File: src/sv/pcfwrl_pkg.sv
`default_nettype none

package pcfwrl_pkg;

  localparam int KEY_W   = 32;
  localparam int TIME_W  = 40;
  localparam int WIN_W   = 32;
  localparam int COUNT_W = 16;
  localparam int CFG_W   = 32;
  localparam int CFG_IDX_W = 1;

  localparam logic [COUNT_W-1:0] COUNT_MAX = '1;

  localparam logic [CFG_IDX_W-1:0] REG_WINDOW_MS    = 1'd0;
  localparam logic [CFG_IDX_W-1:0] REG_MAX_REQUESTS = 1'd1;

  localparam logic [WIN_W-1:0]   WINDOW_MS_RESET    = 32'd60000;
  localparam logic [COUNT_W-1:0] MAX_REQUESTS_RESET = 16'd100;

  typedef struct packed {
    logic [KEY_W-1:0]  client_key;
    logic [TIME_W-1:0] now_ms;
  } req_t;

  typedef struct packed {
    logic               allowed;
    logic               table_full;
    logic [COUNT_W-1:0] count_now;
  } rsp_t;

  typedef struct packed {
    logic [KEY_W-1:0]   key;
    logic [TIME_W-1:0]  win_origin;
    logic [COUNT_W-1:0] count;
  } slot_t;

endpackage

`default_nettype wire

File: src/sv/pcfwrl_window_unit.sv
`default_nettype none

module pcfwrl_window_unit
  import pcfwrl_pkg::*;
(
  input  wire logic [TIME_W-1:0] now_ms,
  input  wire logic [TIME_W-1:0] win_origin,
  input  wire logic [WIN_W-1:0]  window_ms,
  output logic                   expired
);

  logic [TIME_W-1:0] elapsed;

  // A timestamp at or before the window start never expires the window.
  always_comb begin
    elapsed = now_ms - win_origin;
    expired = (now_ms > win_origin) &&
              (elapsed > {{(TIME_W-WIN_W){1'b0}}, window_ms});
  end

endmodule

`default_nettype wire

File: src/sv/per_client_fixed_window_rate_limiter.sv
`default_nettype none

// Channel    Handshake            Payload
// request    start, busy          req (client_key, now_ms)
// result     done (strobe)        result (allowed, table_full, count_now)
// config     cfg_we               cfg_index, cfg_data
//
// A request that hits a slot, or claims a free slot, passes from the walk through
// the window check and then the count update before the done strobe; a full
// table answers straight from the walk without an update.
// The walk reads one slot per cycle from the slot memory, and the window check
// and the count update are separate states (S_EXPIRE, then S_FINISH).
// Synchronous reset clears the valid bits and restores the register defaults.
// Busy is high until the result is written; results are strobed for one cycle
// and the receiver cannot stall them.

module per_client_fixed_window_rate_limiter
  import pcfwrl_pkg::*;
#(
  parameter int SLOTS = 10
) (
  input  wire logic                 clk,
  input  wire logic                 rst,
  input  wire logic                 start,
  output logic                      busy,
  input  wire req_t                 req,
  output logic                      done,
  output rsp_t                      result,
  input  wire logic                 cfg_we,
  input  wire logic [CFG_IDX_W-1:0] cfg_index,
  input  wire logic [CFG_W-1:0]     cfg_data
);

  localparam int IDX_W = (SLOTS > 1) ? $clog2(SLOTS) : 1;
  localparam int CNT_W = $clog2(SLOTS + 1);
  localparam logic [CNT_W-1:0] LAST_CNT = CNT_W'(SLOTS);

  typedef enum logic [3:0] {
    S_IDLE   = 4'b0001,
    S_SCAN   = 4'b0010,
    S_EXPIRE = 4'b0100,
    S_FINISH = 4'b1000
  } state_t;

  state_t state;

  logic [WIN_W-1:0]   window_ms;
  logic [COUNT_W-1:0] max_requests;

  logic [SLOTS-1:0] slot_valid;
  slot_t            slot_mem [SLOTS];
  slot_t            rd_q;

  req_t             req_q;
  slot_t            cur;
  logic [IDX_W-1:0] hit_idx;
  logic [CNT_W-1:0] cnt;
  logic [IDX_W-1:0] cnt_idx;
  logic [IDX_W-1:0] cmp_idx;
  logic             cmp_vld;
  logic             hit_cmp;
  logic             rd_en;
  logic             expired;
  logic [COUNT_W-1:0] count_inc;

  assign cnt_idx = cnt[IDX_W-1:0];
  assign busy    = (state != S_IDLE);

  pcfwrl_window_unit u_window (
    .now_ms     (req_q.now_ms),
    .win_origin (cur.win_origin),
    .window_ms  (window_ms),
    .expired    (expired)
  );

  always_comb begin
    hit_cmp   = cmp_vld && (rd_q.key == req_q.client_key);
    rd_en     = (state == S_SCAN) && !hit_cmp && (cnt != LAST_CNT) && slot_valid[cnt_idx];
    count_inc = (cur.count == COUNT_MAX) ? cur.count : cur.count + COUNT_W'(1);
  end

  always_ff @(posedge clk) begin
    if (rst) begin
      window_ms    <= WINDOW_MS_RESET;
      max_requests <= MAX_REQUESTS_RESET;
    end else if (cfg_we) begin
      unique case (cfg_index)
        REG_WINDOW_MS:    window_ms    <= cfg_data[WIN_W-1:0];
        REG_MAX_REQUESTS: max_requests <= cfg_data[COUNT_W-1:0];
        default: ;
      endcase
    end
  end

  always_ff @(posedge clk) begin
    if (rd_en) begin
      rd_q <= slot_mem[cnt_idx];
    end
    if (state == S_FINISH) begin
      slot_mem[hit_idx] <= '{key: cur.key, win_origin: cur.win_origin,
                             count: count_inc};
    end
  end

  always_ff @(posedge clk) begin
    if (rst) begin
      state      <= S_IDLE;
      slot_valid <= '0;
      done       <= 1'b0;
      cmp_vld    <= 1'b0;
    end else begin
      done <= 1'b0;
      unique case (state)
        S_IDLE: begin
          if (start) begin
            req_q   <= req;
            cnt     <= '0;
            cmp_vld <= 1'b0;
            state   <= S_SCAN;
          end
        end
        S_SCAN: begin
          if (hit_cmp) begin
            cur     <= rd_q;
            hit_idx <= cmp_idx;
            state   <= S_EXPIRE;
          end else if (cnt == LAST_CNT) begin
            result <= '{allowed: 1'b1, table_full: 1'b1, count_now: '0};
            done   <= 1'b1;
            state  <= S_IDLE;
          end else if (!slot_valid[cnt_idx]) begin
            cur     <= '{key: req_q.client_key, win_origin: req_q.now_ms, count: '0};
            hit_idx <= cnt_idx;
            state   <= S_EXPIRE;
          end else begin
            cmp_vld <= 1'b1;
            cmp_idx <= cnt_idx;
            cnt     <= cnt + CNT_W'(1);
          end
        end
        S_EXPIRE: begin
          if (expired) begin
            cur.win_origin <= req_q.now_ms;
            cur.count      <= '0;
          end
          state <= S_FINISH;
        end
        S_FINISH: begin
          slot_valid[hit_idx] <= 1'b1;
          result <= '{allowed: (count_inc <= max_requests), table_full: 1'b0,
                      count_now: count_inc};
          done   <= 1'b1;
          state  <= S_IDLE;
        end
        default: begin
          state <= S_IDLE;
        end
      endcase
    end
  end

  a_done_source: assert property (@(posedge clk) disable iff (rst)
    done |-> ($past(state) == S_FINISH) || ($past(state) == S_SCAN))
    else $error("done strobe without a finishing request");

  a_busy_after_start: assert property (@(posedge clk) disable iff (rst)
    (start && !busy) |=> busy)
    else $error("accepted request did not raise busy");

  a_full_result: assert property (@(posedge clk) disable iff (rst)
    (done && result.table_full) |-> (result.allowed && (result.count_now == '0)))
    else $error("table full result has wrong fields");

  a_count_nonzero: assert property (@(posedge clk) disable iff (rst)
    (done && !result.table_full) |-> (result.count_now != '0))
    else $error("counted request reports zero count");

  a_valid_sticky: assert property (@(posedge clk) disable iff (rst)
    $past(!rst) |-> ((slot_valid & $past(slot_valid)) == $past(slot_valid)))
    else $error("slot valid bit was cleared");

endmodule

`default_nettype wire
File: config.mk
export PLATFORM = sky130hd
export DESIGN_NAME = per_client_fixed_window_rate_limiter
export DESIGN_NICKNAME = d
export VERILOG_FILES = /design/src/sv/pcfwrl_pkg.sv /design/src/sv/pcfwrl_window_unit.sv /design/src/sv/per_client_fixed_window_rate_limiter.sv
export SDC_FILE = /design/constraint.sdc
export NUM_CORES = 1
export LEC_CHECK = 0
export ABC_AREA = 1
export BUFFER_PORTS_ARGS = -buffer_cell sky130_fd_sc_hd__buf_2
export CAP_MARGIN = 20
export CORE_ASPECT_RATIO = 0.7
export CORE_MARGIN = 4
export CORE_UTILIZATION = 45
export DETAILED_ROUTE_END_ITERATION = 6
export GPL_TIMING_DRIVEN = 0
export SETUP_SLACK_MARGIN = 0.2
export SLEW_MARGIN = 10
export SYNTH_ARGS = -nofsm -noshare
export SYNTH_HDL_FRONTEND = slang
export SYNTH_HIERARCHICAL = 1
export SYNTH_SLANG_ARGS = --single-unit
File: constraint.sdc
create_clock -name clk -period 12.22 [get_ports clk]
set_clock_uncertainty 0.1 [all_clocks]
set_input_delay 1.833 -clock clk [delete_from_list [all_inputs] [get_ports clk]]
set_output_delay 1.833 -clock clk [all_outputs]
set_load 0.01 [all_outputs]
==> results of run 1 <==
-- registers in the layout, indices dropped and copies added, names as in the netlist --
register / count
cmp_idx: 4
cmp_vld: 1
cnt: 4
cur: 88
done: 1
hit_idx: 4
max_requests: 16
rd_q: 88
req_q: 72
result: 18
slot_mem: 880
slot_valid: 10
state: 4
window_ms: 32
-- critical path, delay by kind of cell (launching register included) --
kind / cells / cell delay (ns)
compound gates: 1 / 0.14
xor+xnor: 1 / 0.21
fa+ha+maj: 2 / 0.77
buf+inv: 2 / 0.41
flops: 1 / 0.57
simple gates: 17 / 3.47
-- final cells by class --
class	instances	share of cell area, %
tap	1508	3.24
sequential	1222	61.9
timing repair buffer	188	2.86
clock buffer	166	5.55
buffer	242	1.79
inverter	309	2.00
multi-input combinational	2526	21.9
clock inverter	43	0.746
-- metrics by stage --
step                util [%]  hold slack, ns  cell area (um^2)  TNS, ns
floorplan                  -           0.324             50900        0
global placement        48.0           0.327             53400  -364.19
detailed placement      49.0           0.337             54500        0
CTS                     52.2           0.367             58200        0
global route            52.3           0.387             58200        0
finish                  52.3           0.367             58200        0
-- how the worst min path moves through the flow --
stage | start | to | slack, ns | cells after the start
3_5_place_dp | cnt[3] | cmp_idx[3] | 0.34 | 0
2_1_floorplan | cnt[3] | cmp_idx[3] | 0.32 | 0
6_report | cnt[3] | cmp_idx[3] | 0.37 | 0
5_1_grt | cnt[3] | cmp_idx[3] | 0.39 | 0
3_3_place_gp | cnt[3] | cmp_idx[3] | 0.33 | 0
4_1_cts | window_ms[15] | window_ms[15] | 0.37 | 2
-- per-layer routing --
| layer | share of wire, % | vias to the layer above | global-route usage (%) |
|---|---|---|---|
| met5 | 0 | - | 0 |
| met4 | 1.6 | 0 | 4.67 |
| met3 | 9.6 | 174 | 4.85 |
| met2 | 42 | 1580 | 34.3 |
| met1 | 47 | 17150 | 37.8 |
| li1 | - | 15884 | - |
-- cells in the final DEF (no fill, tap or decap), drive strengths merged, types with 2 or more instances in the layout --
| cell | netlist | layout |
|---|---|---|
| or2 | 4 | 4 |
| a31oi | 9 | 9 |
| clkinv | 1 | 30 |
| nor4 | 5 | 5 |
| o22ai | 264 | 264 |
| clkinvlp | 0 | 5 |
| o21ai | 604 | 604 |
| nor3 | 23 | 23 |
| bufinv | 0 | 8 |
| inv | 308 | 309 |
| o211ai | 5 | 5 |
| o21bai | 7 | 7 |
| nand4 | 20 | 20 |
| clkbuf | 167 | 333 |
| ha | 91 | 91 |
| a21o | 2 | 2 |
| edfxtp | 1158 | 1158 |
| nand3b | 5 | 5 |
| nor2 | 766 | 766 |
| dfxtp | 64 | 64 |
| o21a | 3 | 3 |
| nand2 | 476 | 476 |
| nor3b | 2 | 2 |
| buf | 75 | 263 |
| xor2 | 27 | 27 |
| xnor2 | 21 | 21 |
| a21oi | 92 | 92 |
| nand3 | 92 | 92 |
-- kinds of logic (layout without fill, tap and decap cells) --
kind of cell    count (synthesis)  count (layout)  share of synthesized area [%]
buf+inv                       551             948                           4.33
flops                        1222            1222                           70.8
fa+ha+maj                      92              92                           2.28
xor+xnor                       48              48                          0.826
compound gates                991             991                           10.5
simple gates                 1395            1395                           11.2
-- synthesized netlist by cell type, types with 2 or more instances --
master,number
sky130_fd_sc_hd__or2_2,4
sky130_fd_sc_hd__nor3b_1,2
sky130_fd_sc_hd__o211ai_1,5
sky130_fd_sc_hd__a21oi_1,92
sky130_fd_sc_hd__inv_1,297
sky130_fd_sc_hd__nor2_4,17
sky130_fd_sc_hd__inv_2,11
sky130_fd_sc_hd__a21o_1,2
sky130_fd_sc_hd__nor4_1,5
sky130_fd_sc_hd__o21bai_1,7
sky130_fd_sc_hd__o21ai_1,43
sky130_fd_sc_hd__xor2_1,27
sky130_fd_sc_hd__o21ai_0,560
sky130_fd_sc_hd__nand3_1,86
sky130_fd_sc_hd__dfxtp_1,64
sky130_fd_sc_hd__nor3_1,21
sky130_fd_sc_hd__nand2_1,459
sky130_fd_sc_hd__o22ai_1,264
sky130_fd_sc_hd__clkbuf_1,167
sky130_fd_sc_hd__nor2_2,5
sky130_fd_sc_hd__ha_1,91
sky130_fd_sc_hd__buf_4,2
sky130_fd_sc_hd__a31oi_1,9
sky130_fd_sc_hd__nand4_1,20
sky130_fd_sc_hd__nor3_2,2
sky130_fd_sc_hd__edfxtp_1,1158
sky130_fd_sc_hd__nand3_2,6
sky130_fd_sc_hd__xnor2_1,21
sky130_fd_sc_hd__buf_2,64
sky130_fd_sc_hd__nor2_1,744
sky130_fd_sc_hd__buf_6,6
sky130_fd_sc_hd__o21a_1,3
sky130_fd_sc_hd__nand3b_1,5
sky130_fd_sc_hd__buf_1,3
sky130_fd_sc_hd__nand2_2,17
-- power by group --
group	switching, mW	internal, mW	total [mW]	leakage, nW
Sequential	0.0271	4.58	4.61	10.9
Clock	1.55	1.99	3.54	1.77
Combinational	0.383	0.165	0.548	8.11
Total	1.96	6.74	8.70	20.8
==> impl_metrics.sql, run 1 <==
INSERT INTO impl_metrics (metric_group, metric, value, unit) VALUES
('yosys', 'ys_seq_area_share', '70.8', '%'),
('clocking', 'worstSkewPairLatency', '0.71', 'ns'),
('die', 'die_y', '289', 'um'),
('clocking', 'clock-sinks', '1222', ''),
('die', 'die-width', '410', 'um'),
('routing', 'detail_route.wl_per_cell', '23.2', 'um'),
('layout', 'multi_input_comb_area', '12700', 'um^2'),
('run_status', 'run_status', 'completed', ''),
('layout', 'fillCellCount', '9552', ''),
('place', 'io_buffer_count', '127', ''),
('sta', 'worst_slew_pin_slew', '1.18', 'ns'),
('sta', 'timing.fmax', '0.167', 'GHz'),
('worst_setup_path', 'timing.critical_path.arrival', '6.33', 'ns'),
('run', 'max_cap_viol_count', '0', ''),
('layout', 'finalNetCount', '4804', ''),
('worst_setup_path', 'worstSetupEndpoint', 'cur[42]', ''),
('layout', 'area.growth.synth_to_final', '14.4', '%'),
('global_routing', 'maximum_number_of_pins_on_one_net_before_global_route_repair', '47', ''),
('routing', 'routed-via-count', '34788', ''),
('global_routing', 'grt_pass1_wl', '213', 'mm'),
('worst_setup_path', 'cpMostUsedCell', 'sky130_fd_sc_hd__nand2_1', ''),
('die', 'floorplan.initialDensity', '45.7', '%'),
('yosys', 'synth-main-ff-cell', 'sky130_fd_sc_hd__edfxtp_1', ''),
('global_routing', 'grt_use_total', '23.9', '%'),
('worst_setup_path', 'r2r-end', 'cur[42]', ''),
('clocking', 'cts-root-to-sink-buffers', '3', ''),
('clocking', 'cts_h_tree_depth', '3', ''),
('worst_setup_path', 'worst_r2r_startpoint', 'cur[37]', ''),
('place', 'place_congestion', '0.881', ''),
('global_routing', 'globalRouteOverflowTotal', '0', ''),
('clocking', 'cts_root_buf', 'sky130_fd_sc_hd__clkbuf_16', ''),
('worst_setup_path', 'r2r_slack', '6.22', 'ns'),
('yosys', 'synth_cells', '4299', ''),
('yosys', 'yosys_warnings', '6', ''),
('clocking', 'tritoncts', 'done', ''),
('routing', 'vias_per_cell', '5.61', ''),
('worst_setup_path', 'timing.critical_path.slowest_cell_delay', '0.57', 'ns'),
('clocking', 'clk_pin_slew', '0.06', 'ns'),
('layout', 'register_area', '36100', 'um^2'),
('sta', 'rsz0062_at_grt', 'false', ''),
('yosys', 'async_reset_ff_share', '0', '%'),
('sta', 'finalCritPeriodShare', '49.1', '%'),
('sta', 'setup_violations', '0', ''),
('sta', 'finalCriticalPeriod', '6.00', 'ns'),
('routing', 'final_antenna_net_count', '0', ''),
('worst_setup_path', 'rr_worst_depth', '23', ''),
('worst_setup_path', 'startpoint_type', 'register', ''),
('worst_setup_path', 'path_cells', 'inv_1 > ha_1 > nand2_1 > nor2_1 > nand2_1 > nor2_1 > nand2_1 > nand3_2 > a31oi_1 > xor2_1 > ha_1 > nand4_1 > nor3_1 > nand4_1 > nand2_1 > nand2_1 > nor2_1 > nand2_1 > nor2_1 > nor2_1 > nand3b_1 > nand2_4 > buf_16', ''),
('yosys', 'synth_largest_type_area_fraction', '68.3', '%'),
('worst_setup_path', 'worstPathMaxFanout', '40', ''),
('routing', 'routed_wirelength', '144', 'mm'),
('routing', 'detailedRoute.firstPassIterationCount', '6', ''),
('place', 'dp_cells', '5994', ''),
('clocking', 'cts_resized', '0', ''),
('worst_setup_path', 'startpoint', 'cur[37]', ''),
('routing', 'drt_drc_violations_left', '0', ''),
('yosys', 'library_cell_with_the_largest_summed_area_after_synthesis', 'sky130_fd_sc_hd__edfxtp_1', ''),
('pwr', 'post-layout-total-power', '8.70', 'mW'),
('pwr', 'standby_leakage_power', '20.8', 'nW'),
('clocking', 'cts_setup_buffers', '0', ''),
('die', 'coreArea', '111000', 'um^2'),
('sta', 'relSlewSlack', '21.0', '%'),
('die', 'rows', '102', ''),
('yosys', 'syn-num-nets', '4500', ''),
('sta', 'timing_max_transition_violations_final', '0', ''),
('worst_setup_path', 'critPathKind', 'register to register', ''),
('pwr', 'power_per_cell_area', '149', 'nW/um^2'),
('clocking', 'cts_made_buffers', '114', ''),
('yosys', 'netlist_area', '50900', 'um^2'),
('global_routing', 'grt_antenna_before_repair', '3', ''),
('layout', 'drive_above_1_share', '10.6', '%');
Power figures use the tool's default switching activity.
==> run 2, diff against run 1 <==
- ABC_AREA: 1 -> 0
- clock period: 12.22 -> 5.51 ns (I/O delays scaled with it)
==> impl_metrics.sql, run 2 <==
INSERT INTO impl_metrics (metric_group, metric, value, unit) VALUES
('run_status', 'run_status', 'completed', ''),
('die', 'io-pin-count', '129', ''),
('routing', 'routed_wirelength', '124', 'mm'),
('yosys', 'top_count_cell_post_synth', 'sky130_fd_sc_hd__edfxtp_1', ''),
('layout', 'largest_registers', 'slot_mem (880), cur (88), rd_q (88)', ''),
('worst_setup_path', 'worstPathMaxFanout', '15', ''),
('routing', 'final_antenna_net_count', '0', ''),
('sta', 'post-route-worst-setup-slack', '0.0130', 'ns'),
('global_routing', 'globalRouteOverflowTotal', '0', ''),
('routing', 'vias_per_cell', '5.70', ''),
('yosys', 'async_reset_ff_share', '0', '%'),
('worst_setup_path', 'timing.critical_path.slowest_cell_delay', '0.66', 'ns'),
('sta', 'hold_ws', '0.171', 'ns'),
('routing', 'first_iter_violations', '2838', ''),
('place', 'place_congestion', '0.892', ''),
('layout', 'utilization', '53.6', '%'),
('yosys', 'leading_cell_types_by_total_area_after_synthesis', 'sky130_fd_sc_hd__edfxtp_1 (70%), sky130_fd_sc_hd__mux4_2 (8.1%), sky130_fd_sc_hd__dfxtp_1 (2.6%)', ''),
('sta', 'timing.fmax', '0.182', 'GHz'),
('worst_hold_path', 'holdCritPathClass', 'primary input to register', ''),
('global_routing', 'maximum_number_of_pins_on_one_net_before_global_route_repair', '58', ''),
('routing', 'drt_drc_violations_left', '0', ''),
('global_routing', 'grt_pass1_vias', '27410', ''),
('yosys', 'library_cell_with_the_largest_summed_area_after_synthesis', 'sky130_fd_sc_hd__edfxtp_1', ''),
('worst_setup_path', 'critical_path.endpoint_type', 'register', ''),
('sta', 'setup_total_negative_slack', '0', 'ns'),
('routing', 'detailedRoute.firstPassIterationCount', '6', ''),
('sta', 'final_hold_viol_count', '0', ''),
('place', 'detailedPlace.worstSlack', '-2.23', 'ns'),
('die', 'die_y', '286', 'um'),
('die', 'rows', '101', ''),
('clocking', 'cts_h_tree_depth', '3', ''),
('layout', 'final_cells', '4770', ''),
('die', 'die-width', '405', 'um'),
('worst_setup_path', 'crit_family', 'compound AO/OA/AOI/OAI gates', ''),
('place', 'placedInstanceArea', '53800', 'um^2'),
('sta', 'finalCritPeriodShare', '99.8', '%'),
('routing', 'routed-via-count', '27206', ''),
('pwr', 'power_per_cell_area', '323', 'nW/um^2'),
('pwr', 'post-layout-total-power', '18.8', 'mW'),
('yosys', 'yosys_register_bits', '1222', ''),
('clocking', 'tritoncts', 'done', ''),
('pwr', 'standby_leakage_power', '19.4', 'nW'),
('yosys', 'syn-num-nets', '3066', ''),
('yosys', 'postSynthAreaPerCell', '17.3', 'um^2'),
('yosys', 'yosys.cell_types.count', '65', ''),
('layout', 'finalNetCount', '3430', ''),
('yosys', 'ys_seq_area_share', '72.6', '%'),
('worst_setup_path', 'startpoint_type', 'register', ''),
('layout', 'insertedDiodeCount', '0', ''),
('place', 'dp_cells', '4508', ''),
('yosys', 'synth_cells', '2865', ''),
('global_routing', 'grt_pass1_wl', '182', 'mm'),
('worst_setup_path', 'path_cells', 'ha_2 > nand2_2 > o21ai_1 > nor3_2 > o21ai_4 > a21oi_4 > xnor2_2 > ha_1 > nand4_1 > or2_4 > o211ai_1 > a211oi_2 > a31oi_4 > nor4_4 > a31oi_4 > nand2_2 > a21oi_4 > buf_12 > buf_16', ''),
('layout', 'fin_area', '58400', 'um^2'),
('die', 'coreArea', '109000', 'um^2'),
('yosys', 'synth_largest_type_area_fraction', '70.0', '%'),
('layout', 'layout.cells.most_common_list', 'sky130_fd_sc_hd__edfxtp_1 (1,158), sky130_fd_sc_hd__a21oi_1 (185), sky130_fd_sc_hd__mux4_2 (178)', ''),
('layout', 'layout.cells.most_common', 'sky130_fd_sc_hd__edfxtp_1', ''),
('yosys', 'synth.top_cells.by_count', 'sky130_fd_sc_hd__edfxtp_1 (1,158), sky130_fd_sc_hd__a21oi_1 (200), sky130_fd_sc_hd__mux4_2 (178), sky130_fd_sc_hd__nand2_1 (168), sky130_fd_sc_hd__nor2b_1 (110)', ''),
('yosys', 'synth_enable_flop_cells', '1158', ''),
('die', 'floorplan.initialDensity', '45.6', '%'),
('worst_setup_path', 'timing.critical_path.arrival', '5.80', 'ns'),
('sta', 'setup_violations', '0', ''),
('yosys', 'synth-main-ff-cell', 'sky130_fd_sc_hd__edfxtp_1', ''),
('clocking', 'cts_made_buffers', '115', ''),
('layout', 'largest_register_ffs', '880', ''),
('clocking', 'worstSkewPairLatency', '0.73', 'ns'),
('worst_setup_path', 'critPathKind', 'register to register', ''),
('worst_setup_path', 'slowest_stage', 'sky130_fd_sc_hd__o211ai_1', ''),
('place', 'post-dp-hpwl', '84.7', 'mm'),
('worst_setup_path', 'worstPathRequired', '5.81', 'ns'),
('routing', 'detail_route.wl_per_cell', '26.1', 'um'),
('sta', 'finalCriticalPeriod', '5.50', 'ns'),
('clocking', 'cts-root-to-sink-buffers', '3', ''),
('sta', 'timing_max_transition_violations_final', '0', ''),
('place', 'io_buffer_count', '127', ''),
('sta', 'rsz0062_at_grt', 'true', ''),
('clocking', 'cts_hold_buffers', '0', ''),
('sta', 'worst_slew_pin_slew', '1.15', 'ns'),
('run', 'max_cap_viol_count', '0', ''),
('worst_setup_path', 'r2r_slack', '0.01', 'ns'),
('global_routing', 'grt_use_total', '21.5', '%'),
('worst_setup_path', 'crit_buf_inv', '2', ''),
('pwr', 'ir_drop', '0.000270', 'V'),
('clocking', 'clk_pin_slew', '0.07', 'ns'),
('global_routing', 'grt_antenna_before_repair', '4', ''),
('sta', 'relSlewSlack', '23.4', '%'),
('yosys', 'yosys_warnings', '6', ''),
('clocking', 'clock-sinks', '1222', ''),
('layout', 'drive_above_1_share', '23.1', '%'),
('yosys', 'netlist_area', '49600', 'um^2'),
('clocking', 'cts_root_buf', 'sky130_fd_sc_hd__clkbuf_16', ''),
('die', 'dieArea', '116000', 'um^2'),
('layout', 'area.growth.synth_to_final', '17.5', '%'),
('layout', 'top_register', 'slot_mem', '');
## run 2: cell count changes in the layout (fill, tap and decap cells not counted), moves of 91 or more
| cell | change |
|---|---|
| sky130_fd_sc_hd__mux4_2 | +178 |
| sky130_fd_sc_hd__nor2_1 | -670 |
| sky130_fd_sc_hd__nand2_1 | -297 |
| sky130_fd_sc_hd__a21oi_1 | +95 |
| sky130_fd_sc_hd__nor2b_1 | +110 |
| sky130_fd_sc_hd__o21ai_0 | -540 |
| sky130_fd_sc_hd__o22ai_1 | -264 |
| sky130_fd_sc_hd__a211oi_1 | +92 |
| sky130_fd_sc_hd__mux2i_1 | +91 |
| sky130_fd_sc_hd__inv_1 | -195 |
## run 2: logic make-up after synthesis
group / count (synthesis) / share of synthesized area, %
flops: 1222 / 72.6
buf+inv: 256 / 2.22
xor+xnor: 77 / 1.36
compound gates: 403 / 4.94
fa+ha+maj: 92 / 2.33
simple gates: 500 / 5.26
mux: 315 / 11.3
## run 2: timing repair
item                       CTS  global route
setup endpoints to repair   56            56
setup buffers               35             9
gates resized for setup     65            40
pin swaps                   23            22
## run 2: cell type report
| cell class | count | area (um^2) |
|---|---|---|
| Buffer | 155 | 732 |
| Clock buffer | 141 | 3020 |
| Clock inverter | 75 | 692 |
| Fill cell | 8602 | 50600 |
| Inverter | 101 | 384 |
| Multi-Input combinational cell | 1387 | 13100 |
| Sequential cell | 1222 | 36100 |
| Tap cell | 1442 | 1800 |
| Timing Repair Buffer | 247 | 2600 |
## run 2: power by group
group | switching, mW | internal, mW | total [mW]
sequential | 0.0507 | 10.1 | 10.2
combinational | 0.496 | 0.352 | 0.848
clock | 3.47 | 4.37 | 7.84
total | 4.01 | 14.8 | 18.8
## run 2: worst paths after layout
path,to,depth (start not counted),startpoint
setup reg to reg,cur[25],19,req_q[17]
hold / removal,req_q[55],1,req[55]
setup / recovery,cur[25],19,req_q[17]
hold reg to reg,cmp_idx[3],0,cnt[3]
## run 2: metal layers
layer  share of wire (%)  routed length (um)  vias up  GRT usage (%)
met5                   0                   0        -              0
met4                 1.6                1970        0           4.03
met3                 7.4                9210      143           4.07
met2                  46               56900     1017           32.7
met1                  45               56300    14124           32.6
li1                    -                   -    11922              -
